### config.mk
export PLATFORM = sky130hd
export DESIGN_NAME = dec_private_mode_sniffer_core
export DESIGN_NICKNAME = d
export VERILOG_FILES = /design/src/rtl/dpms_pkg.sv /design/src/rtl/dec_private_mode_sniffer_core.sv /design/src/rtl/dpms_in_stage.sv /design/src/rtl/dpms_parser.sv /design/src/rtl/dpms_out_stage.sv
export VERILOG_INCLUDE_DIRS = /design/src /design/src/rtl
export SDC_FILE = /design/constraint.sdc
export NUM_CORES = 1
export LEC_CHECK = 0
export ABC_AREA = 1
export BUFFER_PORTS_ARGS = -buffer_cell sky130_fd_sc_hd__buf_4
export CORE_ASPECT_RATIO = 0.6
export CORE_UTILIZATION = 56
export CTS_CLUSTER_SIZE = 14
export DETAILED_ROUTE_END_ITERATION = 8
export PLACE_DENSITY = 0.77
export SETUP_SLACK_MARGIN = 0.02
export SKIP_CTS_REPAIR_TIMING = 1
export SYNTH_ARGS = -nofsm -noshare
export SYNTH_HDL_FRONTEND = slang
export SYNTH_HIERARCHICAL = 1
export SYNTH_SLANG_ARGS = --single-unit
export TNS_END_PERCENT = 50
### constraint.sdc
create_clock -name clock -period 2.45 [get_ports clock]
set_clock_uncertainty 0.1 [all_clocks]
set_input_delay 0.3675 -clock clock [delete_from_list [all_inputs] [get_ports clock]]
set_output_delay 0.3675 -clock clock [all_outputs]
set_load 0.02 [all_outputs]
### src/rtl/dec_private_mode_sniffer_core_defines.svh
// Assertion macros for the private-mode sniffer core.
// Included by the top level; has no other dependencies.
`ifndef DEC_PRIVATE_MODE_SNIFFER_CORE_DEFINES_SVH
`define DEC_PRIVATE_MODE_SNIFFER_CORE_DEFINES_SVH

`ifndef SYNTHESIS

// Check that a condition implies another in the same cycle
`define DPMS_ASSERT_IMPLY(label, clk, rst, ante, cons) \
   label: assert property (@(posedge clk) disable iff (rst) (ante) |-> (cons)) \
      else $error("dpms same-cycle check failed");

// Check that a condition implies another in the next cycle
`define DPMS_ASSERT_NEXT(label, clk, rst, ante, cons) \
   label: assert property (@(posedge clk) disable iff (rst) (ante) |=> (cons)) \
      else $error("dpms next-cycle check failed");

`else

`define DPMS_ASSERT_IMPLY(label, clk, rst, ante, cons)
`define DPMS_ASSERT_NEXT(label, clk, rst, ante, cons)

`endif

`endif

### src/rtl/dpms_pkg.sv
// Shared types and byte constants for the private-mode sniffer.
// No dependencies; imported by every module of the block.
package dpms_pkg;

   // Parser phases
   typedef enum logic [1:0] {
      PHASE_GROUND = 2'd0,
      PHASE_ESC    = 2'd1,
      PHASE_CSI    = 2'd2,
      PHASE_PARAMS = 2'd3
   } phase_type;

   // Bytes the parser reacts to
   localparam logic [7:0] BYTE_ESC      = 8'h1b;
   localparam logic [7:0] BYTE_LBRACKET = 8'h5b;
   localparam logic [7:0] BYTE_QUERY    = 8'h3f;
   localparam logic [7:0] BYTE_SEMI     = 8'h3b;
   localparam logic [7:0] BYTE_SET      = 8'h68;
   localparam logic [7:0] BYTE_CLEAR    = 8'h6c;
   localparam logic [7:0] BYTE_ZERO     = 8'h30;
   localparam logic [7:0] BYTE_NINE     = 8'h39;

   // Known private modes and accumulator limit
   localparam logic [15:0] MODE_CURSOR = 16'd1;
   localparam logic [15:0] MODE_PASTE  = 16'd2004;
   localparam logic [15:0] ACC_MAX     = 16'hffff;

   typedef struct packed {
      logic app_cursor_keys;
      logic bracketed_paste;
   } flags_type;

   // Parser status seen by the top level
   typedef struct packed {
      phase_type phase;
      flags_type cur_flags;
      flags_type next_flags;
   } status_type;

endpackage

### src/rtl/dec_private_mode_sniffer_core.sv
// Terminal private-mode sniffer: watches ESC [ ? Pm ; ... h/l sequences.
// Input byte words arrive on req_, one result word per byte leaves on rsp_.
// Each result carries the application cursor keys flag (mode 1) and the
// bracketed paste flag (mode 2004) as they stand after that byte.
// A byte accepted into the input register moves on to the result register,
// and its result is presented on rsp_, as soon as that register is free.
// Throughput: one byte per cycle while rsp_ready stays high. Parser state
// updates once per byte, in one pass between input and result registers.
// Reset (synchronous, active high) returns the parser to ground, clears
// both flags and empties both registers.
// When the receiver stalls, the result word holds and the input register
// still takes one more byte; after that req_ready drops until rsp_ready
// returns. No word is dropped or repeated.
`include "dec_private_mode_sniffer_core_defines.svh"

module dec_private_mode_sniffer_core
   import dpms_pkg::*;
(
   input  logic       clock,
   input  logic       reset,
   input  logic       req_valid,
   output logic       req_ready,
   input  logic [7:0] req_data_byte,
   output logic       rsp_valid,
   input  logic       rsp_ready,
   output logic       rsp_app_cursor_keys,
   output logic       rsp_bracketed_paste
);

   logic       word_valid;
   logic [7:0] word_byte;
   logic       can_load;
   logic       advance;
   status_type status;
   flags_type  rsp_flags;
   logic       out_stall;
   logic       word_is_final;
   logic       flags_same;
   logic       result_in_step;
   logic       query_in_csi;

   // Move the held byte on when the result register is free
   assign advance = word_valid && can_load;

   dpms_in_stage u_in_stage (
      .clock         (clock),
      .reset         (reset),
      .req_valid     (req_valid),
      .req_ready     (req_ready),
      .req_data_byte (req_data_byte),
      .advance       (advance),
      .word_valid    (word_valid),
      .word_byte     (word_byte)
   );

   dpms_parser u_parser (
      .clock     (clock),
      .reset     (reset),
      .advance   (advance),
      .word_byte (word_byte),
      .status    (status)
   );

   dpms_out_stage u_out_stage (
      .clock      (clock),
      .reset      (reset),
      .load       (advance),
      .load_flags (status.next_flags),
      .can_load   (can_load),
      .rsp_valid  (rsp_valid),
      .rsp_ready  (rsp_ready),
      .rsp_flags  (rsp_flags)
   );

   assign rsp_app_cursor_keys = rsp_flags.app_cursor_keys;
   assign rsp_bracketed_paste = rsp_flags.bracketed_paste;

   // Conditions watched by the checks below
   assign out_stall      = word_valid && rsp_valid && !rsp_ready;
   assign word_is_final  = (word_byte == BYTE_SET) || (word_byte == BYTE_CLEAR);
   assign flags_same     = (status.next_flags == status.cur_flags);
   assign result_in_step = rsp_valid && (rsp_flags == status.cur_flags);
   assign query_in_csi   = advance && (status.phase == PHASE_CSI)
                           && (word_byte == BYTE_QUERY);

   // Back-pressure only when both registers are full and the output stalls
   `DPMS_ASSERT_IMPLY(a_ready_only_on_stall, clock, reset, !req_ready, out_stall)

   // Bytes other than a final leave both flags alone
   `DPMS_ASSERT_IMPLY(a_flags_keep, clock, reset, advance && !word_is_final, flags_same)

   // A loaded result word carries the flags the parser then holds
   `DPMS_ASSERT_NEXT(a_result_matches, clock, reset, advance, result_in_step)

   // ESC [ ? opens the parameter list
   `DPMS_ASSERT_NEXT(a_enter_params, clock, reset, query_in_csi, status.phase == PHASE_PARAMS)

endmodule

### src/rtl/dpms_in_stage.sv
// Input register of the private-mode sniffer: holds one byte word.
// Depends on dpms_pkg.
module dpms_in_stage
   import dpms_pkg::*;
(
   input  logic       clock,
   input  logic       reset,
   input  logic       req_valid,
   output logic       req_ready,
   input  logic [7:0] req_data_byte,
   input  logic       advance,
   output logic       word_valid,
   output logic [7:0] word_byte
);

   logic       valid_ff;
   logic       valid_in;
   logic [7:0] byte_ff;
   logic       accept;

   // Take a new word when empty or when the held word moves on
   assign req_ready = !valid_ff || advance;
   assign accept    = req_valid && req_ready;

   always_comb begin
      valid_in = valid_ff;
      if (accept) begin
         valid_in = 1'b1;
      end else if (advance) begin
         valid_in = 1'b0;
      end
   end

   always_ff @(posedge clock) begin
      if (reset) begin
         valid_ff <= 1'b0;
      end else begin
         valid_ff <= valid_in;
      end
   end

   // Hold payload; no reset needed
   always_ff @(posedge clock) begin
      if (accept) begin
         byte_ff <= req_data_byte;
      end
   end

   assign word_valid = valid_ff;
   assign word_byte  = byte_ff;

endmodule

### src/rtl/dpms_parser.sv
// Escape-sequence parser and mode flags of the private-mode sniffer.
// Depends on dpms_pkg.
module dpms_parser
   import dpms_pkg::*;
(
   input  logic       clock,
   input  logic       reset,
   input  logic       advance,
   input  logic [7:0] word_byte,
   output status_type status
);

   phase_type   phase_ff, phase_in;
   logic [15:0] acc_ff, acc_in;
   logic        digit_seen_ff, digit_seen_in;
   logic        pend_one_ff, pend_one_in;
   logic        pend_paste_ff, pend_paste_in;
   flags_type   flags_ff, flags_in;

   logic        is_digit;
   logic [19:0] acc_wide;
   logic [19:0] acc_prod;
   logic        match_one;
   logic        match_paste;
   logic        final_one;
   logic        final_paste;
   logic        set_mode;

   // Multiply by ten as two shifts and add the digit
   assign is_digit = (word_byte >= BYTE_ZERO) && (word_byte <= BYTE_NINE);
   assign acc_wide = {4'd0, acc_ff};
   assign acc_prod = (acc_wide << 3) + (acc_wide << 1)
                   + {16'd0, word_byte[3:0]};

   // Match the current parameter against the known modes
   assign match_one   = (acc_ff == MODE_CURSOR);
   assign match_paste = (acc_ff == MODE_PASTE);
   assign final_one   = pend_one_ff || (digit_seen_ff && match_one);
   assign final_paste = pend_paste_ff || (digit_seen_ff && match_paste);
   assign set_mode    = (word_byte == BYTE_SET);

   // Next state for one byte
   always_comb begin
      phase_in      = phase_ff;
      acc_in        = acc_ff;
      digit_seen_in = digit_seen_ff;
      pend_one_in   = pend_one_ff;
      pend_paste_in = pend_paste_ff;
      flags_in      = flags_ff;
      unique case (phase_ff)
         PHASE_GROUND: begin
            if (word_byte == BYTE_ESC) begin
               phase_in = PHASE_ESC;
            end
         end
         PHASE_ESC: begin
            phase_in = (word_byte == BYTE_LBRACKET) ? PHASE_CSI : PHASE_GROUND;
         end
         PHASE_CSI: begin
            if (word_byte == BYTE_QUERY) begin
               phase_in      = PHASE_PARAMS;
               acc_in        = '0;
               digit_seen_in = 1'b0;
               pend_one_in   = 1'b0;
               pend_paste_in = 1'b0;
            end else begin
               phase_in = (word_byte == BYTE_ESC) ? PHASE_ESC : PHASE_GROUND;
            end
         end
         PHASE_PARAMS: begin
            priority if (is_digit) begin
               acc_in        = (acc_prod > {4'd0, ACC_MAX}) ? ACC_MAX : acc_prod[15:0];
               digit_seen_in = 1'b1;
            end else if (word_byte == BYTE_SEMI) begin
               pend_one_in   = pend_one_ff || match_one;
               pend_paste_in = pend_paste_ff || match_paste;
               acc_in        = '0;
               digit_seen_in = 1'b0;
            end else if (set_mode || (word_byte == BYTE_CLEAR)) begin
               pend_one_in   = final_one;
               pend_paste_in = final_paste;
               if (final_one) begin
                  flags_in.app_cursor_keys = set_mode;
               end
               if (final_paste) begin
                  flags_in.bracketed_paste = set_mode;
               end
               phase_in = PHASE_GROUND;
            end else begin
               phase_in = (word_byte == BYTE_ESC) ? PHASE_ESC : PHASE_GROUND;
            end
         end
         default: begin
            phase_in = PHASE_GROUND;
         end
      endcase
   end

   // Advance state only when the word moves to the result register
   always_ff @(posedge clock) begin
      if (reset) begin
         phase_ff      <= PHASE_GROUND;
         acc_ff        <= '0;
         digit_seen_ff <= 1'b0;
         pend_one_ff   <= 1'b0;
         pend_paste_ff <= 1'b0;
         flags_ff      <= '0;
      end else if (advance) begin
         phase_ff      <= phase_in;
         acc_ff        <= acc_in;
         digit_seen_ff <= digit_seen_in;
         pend_one_ff   <= pend_one_in;
         pend_paste_ff <= pend_paste_in;
         flags_ff      <= flags_in;
      end
   end

   assign status.phase      = phase_ff;
   assign status.cur_flags  = flags_ff;
   assign status.next_flags = flags_in;

endmodule

### src/rtl/dpms_out_stage.sv
// Result register of the private-mode sniffer: holds one flag word.
// Depends on dpms_pkg.
module dpms_out_stage
   import dpms_pkg::*;
(
   input  logic      clock,
   input  logic      reset,
   input  logic      load,
   input  flags_type load_flags,
   output logic      can_load,
   output logic      rsp_valid,
   input  logic      rsp_ready,
   output flags_type rsp_flags
);

   logic      valid_ff;
   logic      valid_in;
   flags_type flags_ff;

   // Free when empty or when the held word is taken this cycle
   assign can_load = !valid_ff || rsp_ready;

   always_comb begin
      valid_in = valid_ff;
      if (load) begin
         valid_in = 1'b1;
      end else if (rsp_ready) begin
         valid_in = 1'b0;
      end
   end

   always_ff @(posedge clock) begin
      if (reset) begin
         valid_ff <= 1'b0;
      end else begin
         valid_ff <= valid_in;
      end
   end

   always_ff @(posedge clock) begin
      if (load) begin
         flags_ff <= load_flags;
      end
   end

   assign rsp_valid = valid_ff;
   assign rsp_flags = flags_ff;

endmodule

# Word-level counts from Yosys, hierarchy flattened
# Cells that the tools add are included.
word_totals:
  wordCells: 90
  out_inout_bits: 4
  reg_bits: 35
  input_bits: 12
classes:
  reduce_logical: 21
  n_lt_le_gt_ge: 3
  eq_ne: 17
  mux: 35
  addsub: 2
op_table:
  columns: ["operator", "n"]
  rows:
  - ["16-bit two-way mux", 4]
  - ["16-bit case mux with 2 select lines", 1]
  - ["8-bit by 7-bit equality test with 1-bit output, second input constant", 3]
  - ["19-bit by 17-bit adder with 20-bit output", 1]
  - ["20-bit by 4-bit adder with 20-bit output", 1]
  - ["20-bit by 16-bit greater-than comparator with 1-bit output, second input constant", 1]
  - ["2-bit two-way mux", 10]
  - ["16-bit by 1-bit equality test with 1-bit output, second input constant", 1]
  - ["16-bit by 11-bit equality test with 1-bit output, second input constant", 1]
  - ["8-bit by 6-bit equality test with 1-bit output, second input constant", 2]
  - ["1-bit two-way mux", 16]
  - ["8-bit by 5-bit equality test with 1-bit output, second input constant", 1]
  - ["8-bit by 6-bit greater-or-equal comparator with 1-bit output, second input constant", 1]
  - ["8-bit by 6-bit <= comparator with 1-bit output, second input constant", 1]
  - ["2-bit case mux with 4 select lines", 1]
  - ["4-bit AND reduction", 2]
  - ["1-bit logical OR", 7]
  - ["1-bit case mux with 2 select lines", 3]
  - ["2-bit nonzero test", 3]
  - ["1-bit logical AND", 5]
  - ["5-bit AND reduction", 1]
  - ["2-bit equality test, second input constant", 2]
  - ["2-bit by 1-bit != test with 1-bit output, second input constant", 2]
  - ["2-bit != test, second input constant", 2]
  - ["5 further kinds", 6]

# Longest topological paths before layout
# Gate-level depths: netlist of the first run.
depth:
  word_depth: 8
  mapped_depth: 16
  depth_no_buf: 15

# Modules after synthesis
# Netlist of the first run, hierarchy kept.
modules_own_cells:
  columns: ["mod", "area_per_inst_um2", "seq_area_each_um2", "instances", "cells_each"]
  rows:
  - ["dpms_parser", 2717.6, 460.4, 1, 405]
  - ["dpms_in_stage", 287.8, 260.2, 1, 14]
  - ["dpms_out_stage", 102.6, 80.1, 1, 7]
  - ["dec_private_mode_sniffer_core", 7.5, 0.0, 1, 2]

# Least setup slack after synthesis of the first run
# Ideal clock, no wire load.
synth_path:
  kind: "register to register"
  startpoint: "register u_in_stage.byte_ff[3] (netlist: u_in_stage/word_byte[3])"
  endpoint: "register u_parser.acc_ff[6]"
  slack_ns: -0.251
  stages_incl_launch_ff: 16
  arrival_time_ns: 2.459
  path_buffers: 1
  required_ns: 2.208
  setup_ns: 0.142
  period_less_slack_ns: 2.701
  path_cell_list: "edfxtp_1 fa_1 fa_1 nand2_1 nand2_1 nand3b_2 nand2_2 nand2_2 nand2_1 nand2_2 nand2_4 nor2_8 buf_8 nand3_2 nand2_2 a21oi_2"
synth_via:
  elab_chain_cells: 5
  word_cells_on_any_way: 13
  cone_classes: "1 x add/sub; 3 x order compare; 4 x eq/ne; 3 x mux; 2 x reduce/logical"
synth_lines:
  columns: ["item", "line", "text"]
  rows:
  - ["start: declaration", "dpms_in_stage.sv:18", "logic [7:0] byte_ff;"]
  - ["start signal: assignment", "dpms_in_stage.sv:45", "byte_ff <= req_data_byte;"]
  - ["20-bit by 4-bit adder with 20-bit output", "dpms_parser.sv:33", "+ {16'd0, word_byte[3:0]};"]
  - ["20-bit by 16-bit greater-than comparator with 1-bit output", "dpms_parser.sv:72", "acc_in = (acc_prod > {4'd0, ACC_MAX}) ? ACC_MAX : acc_prod[15:0];"]
  - ["16-bit two-way mux", "dpms_parser.sv:72", null]
  - ["16-bit two-way mux", "dpms_parser.sv:71", "priority if (is_digit) begin"]
  - ["16-bit case mux with 2 select lines", "dpms_parser.sv:50", "unique case (phase_ff)"]
  - ["end signal: assignment", "dpms_parser.sv:110", "acc_ff <= acc_in;"]
  - ["end: declaration", "dpms_parser.sv:14", "logic [15:0] acc_ff, acc_in;"]
# Parallel ways exist; a longest one is shown, timed or not.
# A chain may end at the register's enable or synchronous reset.

# Worst setup path after layout of the first run
layout_path:
  startpoint: "register u_in_stage.byte_ff[3] (netlist: u_in_stage/word_byte[3])"
  endpoint: "register u_parser.acc_ff[3]"
# The elaborated chain is that of the path after synthesis.

==> metrics.csv, run 1 <==
stage;metric;value;unit
placement;place_hpwl;6.57;mm
sta;fmax;0.377;GHz
synthesis;yosys.area_share.simple;38.5;%
sta;slew_headroom;64.9;%
cts;insertion_delay;0.30;ns
synthesis;synth_most_common_cell;nand2_1;
hold_path;hold_path_depth;1;
sta;maxSlewViolCount;0;
routing;routed_wl;8.71;mm
power_and_ir_drop;intPower;853;uW
synthesis;syn_inst;428;
placement;io_buffers;15;
sta;finalSetupViolCount;16;
synthesis;synthFlopType;dfxtp_1;
routing;dr_total_vias;3102;
grt;grt_pass1_vias;2548;
sta;finalHoldViolations;0;
synthesis;synth_edf_count;10;
routing;dr.pass1.iters;5;
routing;detail-route-antenna-nets;0;
cts;cts-root-buf;clkbuf_8;
routing;wl_per_cell;15.5;um
routing;vias_per_cell;5.52;
placement;placed_cell_area;3620;sq um
synthesis;synthMuxAreaShare;0;%
power_and_ir_drop;share_comb_of_total_power;8.5;%
finish;area_growth_syn_to_layout;25.0;%
cts;h-tree-depth;2;
worst_setup_path;arrival;2.73;ns
grt;overflow;0;
worst_setup_path;cp.required;2.53;ns
cts;cts_tree;built;
floorplan;core;5200;sq um
synthesis;synthAdderAreaFrac;13.7;%
sta;period_share;108;%
finish;n_fill_cell;384;
synthesis;synth_commonest_cells;nand2_1, inv_1, nor2_1;
synthesis;synth_compound_area_share;10.4;%
cts;numCtsBuffers;5;
sta;setup_slack;-0.202;ns
cts;cts_sinks;35;
hold_path;hold_class;in -> reg;
run;maxCapViolations;0;
synthesis;yosysWarnings;6;
sta;max_slew.worst_pin.slew;0.525;ns
floorplan;rows;20;
worst_setup_path;reg2reg_depth;15;
run_status;violations;negative setup slack;
finish;n_antenna_cell;0;
finish;fin_util;74.8;%
run_status;outcome;finished, violations left;
power_and_ir_drop;pwr-share-seq;53.9;%
power_and_ir_drop;switching_share;26.3;%
worst_setup_path;rr_startpoint;u_in_stage/word_byte[3];
worst_setup_path;path_max_fanout;6;
sta;rsz0062_at_grt;yes;
floorplan;die_height;59.8;um
synthesis;synth_xor_area_share;2.53;%
hold_path;hp-start;req_data_byte[3];
synthesis;syn_area;3120;sq um
synthesis;yosys.area.top_type;dfxtp_1;
finish;drive_gt1_share;36.3;%
worst_setup_path;r2r-end;u_parser/acc_ff[3];
synthesis;yosys-top-cells-area;dfxtp_1, nand2_1, ha_1;
synthesis;yosysSeqAreaShare;25.7;%
worst_setup_path;endpoint_kind;flop;
finish;design_area;3890;sq um
power_and_ir_drop;p_switching;304;uW
routing;drcViolationCount;0;
cts;clk_path_buf_depth;2;
placement;gp_congestion;0.914;
power_and_ir_drop;p_total;1.16;mW
floorplan;initial_core_util;59.9;%
floorplan;die_w;98.3;um
grt;grt_usage;29.2;%
power_and_ir_drop;p_leak;2.08;nW
synthesis;syn-num-nets;473;
worst_setup_path;r2r_slack;-0.20;ns
grt;grt_start_max_net_pins;23;
synthesis;synth-async-reset-ratio;0;%
power_and_ir_drop;p_clk_share;37.6;%
synthesis;synth_seq_cells;35;
power_and_ir_drop;powerDensity;297;nW/um^2
synthesis;synth_top_area_share;16.1;%
power_and_ir_drop;peakVddDrop;242;uV
hold_path;hold_end;u_in_stage/word_byte[3];
synthesis;yosysUniqueCellTypes;37;
routing;drt_iter0_drc;373;
cts;clkTransAtPathRegs;0.08;ns
synthesis;synth_top_family_by_area;simple AND/OR/NAND/NOR gates;
synthesis;avgSynthCellArea;7.28;sq um
finish;fin_nets;540;
worst_setup_path;worstSetupStartpointType;flop;
grt;antenna_found_initial;0;
floorplan;pin_count;16;
sta;fin_crit;2.65;ns
worst_setup_path;critPathKind;reg -> reg;
grt;grt_pass1_wl;12.9;mm
floorplan;dieArea;5880;sq um
[logic make-up (layout without fill, tap and decap cells)]
| kind of cell | count (synthesis) | after routing |
|---|---|---|
| xor+xnor | 9 | 9 |
| compound gates | 51 | 51 |
| simple gates | 231 | 231 |
| fa+ha+maj | 33 | 33 |
| buf+inv | 69 | 137 |
| flops | 35 | 35 |
[final cells by class]
| class | instances | area (sq um) | share of cell area [%] |
|---|---|---|---|
| multi-input cells | 324 | 2140 | 55.0 |
| flip-flops and latches | 35 | 810 | 20.8 |
| repair buffers | 66 | 542 | 13.9 |
| inverters | 63 | 236 | 6.07 |
| well taps | 66 | 82.6 | 2.12 |
| clock buffers | 6 | 72.6 | 1.86 |
| clock inverters | 2 | 11.3 | 0.289 |
[sequential cells by signal (all words and copies together), names as in the netlist]
name,count
u_parser/acc_ff,16
u_in_stage/word_byte,8
u_out_stage/rsp_flags,2
u_parser/phase_ff,2
u_parser/status,2
u_in_stage/word_valid,1
u_out_stage/rsp_valid,1
u_parser/digit_seen_ff,1
u_parser/pend_one_ff,1
u_parser/pend_paste_ff,1
[worst max path at each step]
stage                                  startpoint             endpoint  cells past startpoint  slack (ns)
after detailed placement  u_in_stage/word_byte[3]   u_parser/acc_ff[8]                     13       -0.21
after global routing      u_in_stage/word_byte[3]   u_parser/acc_ff[0]                     15       -0.27
after global placement         u_parser/acc_ff[2]  u_parser/acc_ff[15]                     13       -0.13
after floorplan           u_in_stage/word_byte[3]   u_parser/acc_ff[6]                     15       -0.05
final                     u_in_stage/word_byte[3]   u_parser/acc_ff[3]                     15       -0.20
after CTS                 u_in_stage/word_byte[3]   u_parser/acc_ff[8]                     13       -0.23
[worst max-delay path, stage by stage (launching register included)]
cell and delay, ns:
edfxtp_1 0.43, fa_2 0.48, fa_2 0.37, nand2_2 0.09
nand2_4 0.06, nand3_2 0.08, nand2_2 0.06, nand2_2 0.09
nand2_2 0.07, nand2_2 0.11, nand2_4 0.07, nor2_8 0.13
buf_4 0.17, nand3_2 0.07, nand2_2 0.08, a21oi_2 0.05
[power by group through the flow]
stage | Combinational, mW | Clock [mW] | Sequential, mW
6_report | 0.0982 | 0.435 | 0.624
5_1_grt | 0.107 | 0.463 | 0.625
4_1_cts | 0.0948 | 0.435 | 0.624
3_5_place_dp | 0.0939 | 0 | 0.637
3_3_place_gp | 0.0909 | 0 | 0.636
2_1_floorplan | 0.0494 | 0 | 0.640
[metrics by stage]
| step | instances | TNS [ns] | worst slack (ns) | hold WS [ns] |
|---|---|---|---|---|
| final | 562 | -2.56 | -0.202 | 0.140 |
| after global routing | 562 | -3.87 | -0.270 | 0.132 |
| after CTS | 555 | -2.85 | -0.230 | 0.142 |
| after detailed placement | 547 | -2.63 | -0.211 | 0.344 |
| after global placement | 547 | -1.78 | -0.126 | 0.339 |
| after floorplan | 428 | -0.452 | -0.0458 | 0.327 |
[cells in the final DEF, fill, tap and decap left out, types with 2 or more instances in the layout]
master    netlist  final
a21oi_1        22     19
a21oi_2        17     20
and2_1          2      2
buf_12          0      2
buf_4           1     62
clkbuf_8        0      5
dfxtp_1        25     18
dfxtp_2         0      7
edfxtp_1       10     10
fa_2            0      2
ha_1           31     26
ha_2            0      2
ha_4            0      3
inv_1          55     55
inv_2           8      8
nand2_1       108    102
nand2_2        28     31
nand2_4         3      6
nand3_1        19     16
nand3_2        15     18
nand3b_1        3      3
nand4_1         4      4
nor2_1         32     32
nor2_4          2      2
nor2_8          2      2
nor3_1          3      3
nor3_2          3      3
nor4_1          2      2
o21ai_0         7      7
o21ai_1         3      3
xnor2_1         6      6
xor2_1          3      3
[routing by layer]
layer | vias to the layer above | GRT usage (%) | routed length (um)
met5 | - | 0 | 0
met3 | 22 | 3.63 | 846
met4 | 0 | 6.18 | 172
li1 | 1514 | - | -
met2 | 156 | 41.4 | 3530
met1 | 1410 | 46.4 | 4170
No activity file was read; power rests on OpenSTA's default activity.
==> run 2, diff against run 1 <==
- TNS_END_PERCENT: 50 -> unset
==> metrics.csv, run 2 (synthesized netlist as in run 1, its figures left out) <==
stage;metric;value;unit
routing;dr_total_vias;3081;
power_and_ir_drop;peakVddDrop;232;uV
cts;insertion_delay;0.29;ns
finish;area_growth_syn_to_layout;25.4;%
cts;clk_path_buf_depth;2;
power_and_ir_drop;powerDensity;311;nW/um^2
floorplan;die_w;98.3;um
grt;grt_start_max_net_pins;23;
grt;antenna_found_initial;0;
routing;vias_per_cell;5.50;
finish;design_area;3910;sq um
cts;cts-root-buf;clkbuf_8;
sta;slew_headroom;63.3;%
sta;rsz0062_at_grt;yes;
cts;clkTransAtPathRegs;0.08;ns
routing;dr.pass1.iters;7;
floorplan;core;5200;sq um
hold_path;hold_path_depth;1;
hold_path;hold_end;u_in_stage/word_byte[3];
finish;fin_nets;538;
finish;mostFrequentLayoutCells;nand2_1, buf_4, inv_1;
worst_setup_path;rr_startpoint;u_in_stage/word_byte[3];
power_and_ir_drop;p_leak;2.09;nW
floorplan;rows;20;
hold_path;hp-start;req_data_byte[3];
worst_setup_path;critPathKind;reg -> reg;
sta;fin_crit;2.63;ns
worst_setup_path;cp.required;2.52;ns
routing;detail-route-antenna-nets;0;
cts;numCtsBuffers;5;
placement;io_buffers;15;
finish;n_antenna_cell;0;
routing;routed_wl;8.94;mm
sta;finalHoldViolations;0;
cts;cts_tree;built;
floorplan;initial_core_util;59.9;%
placement;gp_congestion;0.953;
cts;h-tree-depth;2;
sta;whs;0.145;ns
floorplan;die_height;59.8;um
placement;placed_cell_area;3610;sq um
grt;grt_pass1_vias;2504;
sta;period_share;108;%
sta;fmax;0.380;GHz
sta;max_slew.worst_pin.slew;0.549;ns
sta;maxSlewViolCount;0;
run_status;outcome;finished, violations left;
floorplan;pin_count;16;
cts;cts_sinks;35;
worst_setup_path;path_max_fanout;8;
worst_setup_path;worstSetupStartpointType;flop;
finish;drive_gt1_share;35.0;%
power_and_ir_drop;p_total;1.22;mW
finish;largest_reg_flops;16;
routing;drt_iter0_drc;330;
worst_setup_path;reg2reg_depth;15;
finish;reg_top3;u_parser/acc_ff x16, u_in_stage/word_byte x8;
worst_setup_path;r2r_slack;-0.18;ns
sta;finalSetupViolCount;16;
run;maxCapViolations;0;
worst_setup_path;arrival;2.71;ns
grt;grt_pass1_wl;12.6;mm
placement;place_hpwl;6.42;mm
floorplan;dieArea;5880;sq um
grt;overflow;0;
finish;top_register;u_parser/acc_ff;
sta;setup_slack;-0.185;ns
worst_setup_path;endpoint_kind;flop;
grt;grt_usage;28.7;%
worst_setup_path;r2r-end;u_parser/acc_ff[2];
routing;drcViolationCount;0;
run_status;violations;negative setup slack;
finish;fin_util;75.0;%
hold_path;hold_class;in -> reg;
finish;mostFrequentLayoutCell;nand2_1;
routing;wl_per_cell;16.0;um
-- run 2: metal layers --
metal	share of wire [%]	routed length, um	vias up	global-route usage, %
met4	1.4	127	0	5.76
li1	-	-	1511	-
met2	40	3570	148	37.5
met1	49	4340	1402	45.4
met5	0	0	-	0
met3	10	903	20	7.49
-- run 2: how the worst max path moves through the flow --
stage,endpoint,cells past startpoint,startpoint
floorplan,u_parser/acc_ff[6],15,u_in_stage/word_byte[3]
CTS,u_parser/acc_ff[11],13,u_in_stage/word_byte[3]
detailed placement,u_parser/acc_ff[2],13,u_in_stage/word_byte[3]
global placement,u_parser/acc_ff[0],13,u_in_stage/word_byte[3]
global route,u_parser/acc_ff[8],15,u_in_stage/word_byte[3]
finish,u_parser/acc_ff[2],15,u_in_stage/word_byte[3]
-- run 2: cell type report --
type / count / area [sq um]
fill: 407 / 1300
clock buffer: 6 / 93.8
inverter: 63 / 236
sequential: 35 / 805
tap: 66 / 82.6
clock inverter: 2 / 13.8
timing repair buffer: 63 / 515
multi-input combinational: 325 / 2160
-- run 2: critical path: stages (launching register included) --
cell	delay, ns
edfxtp_1	0.43
fa_1	0.51
fa_2	0.37
nand2_1	0.08
nand2_2	0.09
nand3b_4	0.10
nand2_4	0.06
nand2_4	0.06
nand2_2	0.05
nand2_2	0.07
nand2_4	0.06
nor2_8	0.15
clkbuf_16	0.18
nand3_2	0.09
nand2_2	0.07
a21oi_2	0.05
-- run 2: metrics by stage --
step                worst slack [ns]  instances  TNS [ns]
detailed placement            -0.170        545     -2.58
global route                  -0.284        560     -4.33
finish                        -0.185        560     -2.62
CTS                           -0.198        553     -2.98
global placement             -0.0939        545     -1.29
floorplan                    -0.0456        428    -0.438
-- run 2: power by group --
group	internal, mW	switching [mW]
Sequential	0.613	0.0115
Clock	0.262	0.230
Combinational	0.0406	0.0591
Total	0.916	0.300
==> run 3, diff against run 2 <==
- ABC_AREA: 1 -> unset
- SLEW_MARGIN: unset -> 20
- TNS_END_PERCENT: unset -> 10
==> metrics.csv, run 3 <==
stage;metric;value;unit
synthesis;synth_commonest_cells;nand2_1, ha_1, a21oi_1;
run_status;violations;negative setup slack;
worst_setup_path;crit_buf_inv;2;
cts;cts-root-buf;clkbuf_8;
finish;drive_gt1_share;37.1;%
power_and_ir_drop;powerDensity;314;nW/um^2
sta;finalHoldViolations;0;
routing;drt_iter0_drc;254;
grt;grt_usage;29.6;%
sta;slew_headroom;69.4;%
sta;tns;-11.57;ns
synthesis;synth_top_area_share;17.9;%
routing;drcViolationCount;0;
worst_setup_path;cp_cell_sequence;fa_1 -> fa_2 -> a211oi_4 -> o211ai_2 -> a311oi_2 -> o21ai_2 -> xor2_2 -> buf_12 -> buf_12 -> a21oi_1 -> a221oi_2;
placement;io_buffers;15;
worst_setup_path;critPathKind;reg -> reg;
placement;placed_cell_area;3390;sq um
grt;grt_pass1_vias;2446;
finish;top_register;u_parser/acc_ff;
placement;gp_congestion;0.859;
routing;met2_length;3.43;mm
routing;dr.max_layer_used;met4;
floorplan;die_height;56.7;um
synthesis;yosys-top-cells-area;dfxtp_1, ha_1, edfxtp_1;
power_and_ir_drop;p_total;1.13;mW
cts;clkTransAtPathRegs;0.07;ns
synthesis;syn-num-nets;344;
power_and_ir_drop;peakVddDrop;287;uV
finish;mostFrequentLayoutCells;buf_4, nand2_1, ha_1;
run_status;outcome;finished, violations left;
synthesis;synth_most_common_cell;nand2_1;
synthesis;avgSynthCellArea;9.33;sq um
routing;met1_length;3.69;mm
sta;fmax;0.309;GHz
worst_setup_path;endpoint_kind;flop;
cts;cts_tree;built;
finish;fin_util;77.2;%
routing;dr_total_vias;2681;
sta;maxSlewViolCount;0;
cts;cts_sinks;35;
synthesis;syn_area;2790;sq um
grt;grt_pass1_wl;11.8;mm
sta;setup_slack;-0.782;ns
hold_path;hold_class;in -> reg;
finish;fin_nets;421;
synthesis;yosysSeqAreaShare;28.7;%
synthesis;yosys.area.top_type;dfxtp_1;
cts;clk_path_buf_depth;2;
power_and_ir_drop;p_leak;1.59;nW
routing;wl_per_cell;17.6;um
synthesis;yosysUniqueCellTypes;62;
finish;mostFrequentLayoutCell;buf_4;
routing;dr_wl_met3;491;um
finish;area_growth_syn_to_layout;29.6;%
synthesis;syn_inst;299;
worst_setup_path;slowest_stage;fa_1;
worst_setup_path;cp.required;2.52;ns
worst_setup_path;cpMostUsedCell;buf_12;
placement;place_hpwl;5.60;mm
worst_setup_path;worstSetupStartpointType;flop;
grt;antenna_found_initial;0;
worst_setup_path;path_max_fanout;8;
grt;grt_start_max_net_pins;26;
floorplan;pin_count;16;
floorplan;initial_core_util;59.6;%
sta;whs;0.144;ns
finish;reg_top3;u_parser/acc_ff x16, u_in_stage/word_byte x8;
worst_setup_path;arrival;3.30;ns
sta;rsz0062_at_grt;yes;
floorplan;die_w;93.1;um
finish;design_area;3610;sq um
worst_setup_path;path_delay_family;compound AO/OA/AOI/OAI gates;
cts;insertion_delay;0.29;ns
cts;h-tree-depth;2;
synthesis;synth_edf_count;10;
routing;vias_per_cell;6.09;
sta;finalSetupViolCount;16;
routing;detail-route-antenna-nets;0;
finish;n_antenna_cell;0;
synthesis;yosysWarnings;6;
worst_setup_path;cpPeakStageDelay;0.51;ns
sta;max_slew.worst_pin.slew;0.454;ns
sta;fin_crit;3.23;ns
synthesis;synthFlopType;dfxtp_1;
floorplan;core;4680;sq um
grt;overflow;0;
routing;routed_wl;7.73;mm
run;maxCapViolations;0;
routing;dr.pass1.iters;6;
finish;largest_reg_flops;16;
synthesis;synth_seq_cells;35;
floorplan;dieArea;5280;sq um
sta;period_share;132;%
synthesis;synth-async-reset-ratio;0;%
floorplan;rows;19;
cts;numCtsBuffers;5;
## run 3: cell families after synthesis
kind of cell | Yosys count | synth area share [%]
AOI/OAI and AO/OA | 85 | 24.8
DFF | 35 | 28.7
and+or+nand+nor | 111 | 21.7
buffers and inverters | 18 | 3.68
adders and majority gates | 33 | 15.3
muxes | 3 | 1.12
xor gates and xnor gates | 14 | 4.67
## run 3: metrics by stage
step	cells	setup WS, ns
after floorplan	299	-0.446
after detailed placement	425	-0.758
after global routing	440	-0.833
after global placement	425	-0.543
final	440	-0.782
after CTS	433	-0.798
## run 3: worst register-to-register path, cell delays in order (launching register included)
cell	delay, ns
edfxtp_1	0.44
fa_1	0.51
fa_2	0.39
a211oi_4	0.30
o211ai_2	0.16
a311oi_2	0.35
o21ai_2	0.11
xor2_2	0.19
buf_12	0.14
buf_12	0.14
a21oi_1	0.20
a221oi_2	0.08
## run 3: power breakdown
part	total (mW)	internal, mW	switching [mW]
clock network	0.417	0.200	0.218
registers	0.621	0.610	0.0111
logic	0.0954	0.0451	0.0503
total	1.13	0.854	0.279
## run 3: worst paths after layout
kind / slack [ns] / end / from / depth (start not counted)
max: -0.78 / u_parser/acc_ff[13] / u_in_stage/word_byte[3] / 11
min: 0.14 / u_in_stage/word_byte[3] / req_data_byte[3] / 1
max reg2reg: -0.78 / u_parser/acc_ff[13] / u_in_stage/word_byte[3] / 11
min reg2reg: 0.39 / u_out_stage/rsp_valid / u_out_stage/rsp_valid / 2
## run 3: layer usage
layer,track usage (%),vias up
met5,0,-
met4,8.13,0
met3,5.15,21
met2,43.5,111
met1,44.4,1262
li1,-,1287
## run 3: final cells by class
cell class,instances,area (sq um)
clock inverters,1,5.00
fillers,311,1070
inverters,6,22.5
multi-input cells,246,1980
clock buffers,7,76.3
repair buffers,82,653
well taps,63,78.8
flip-flops and latches,35,802
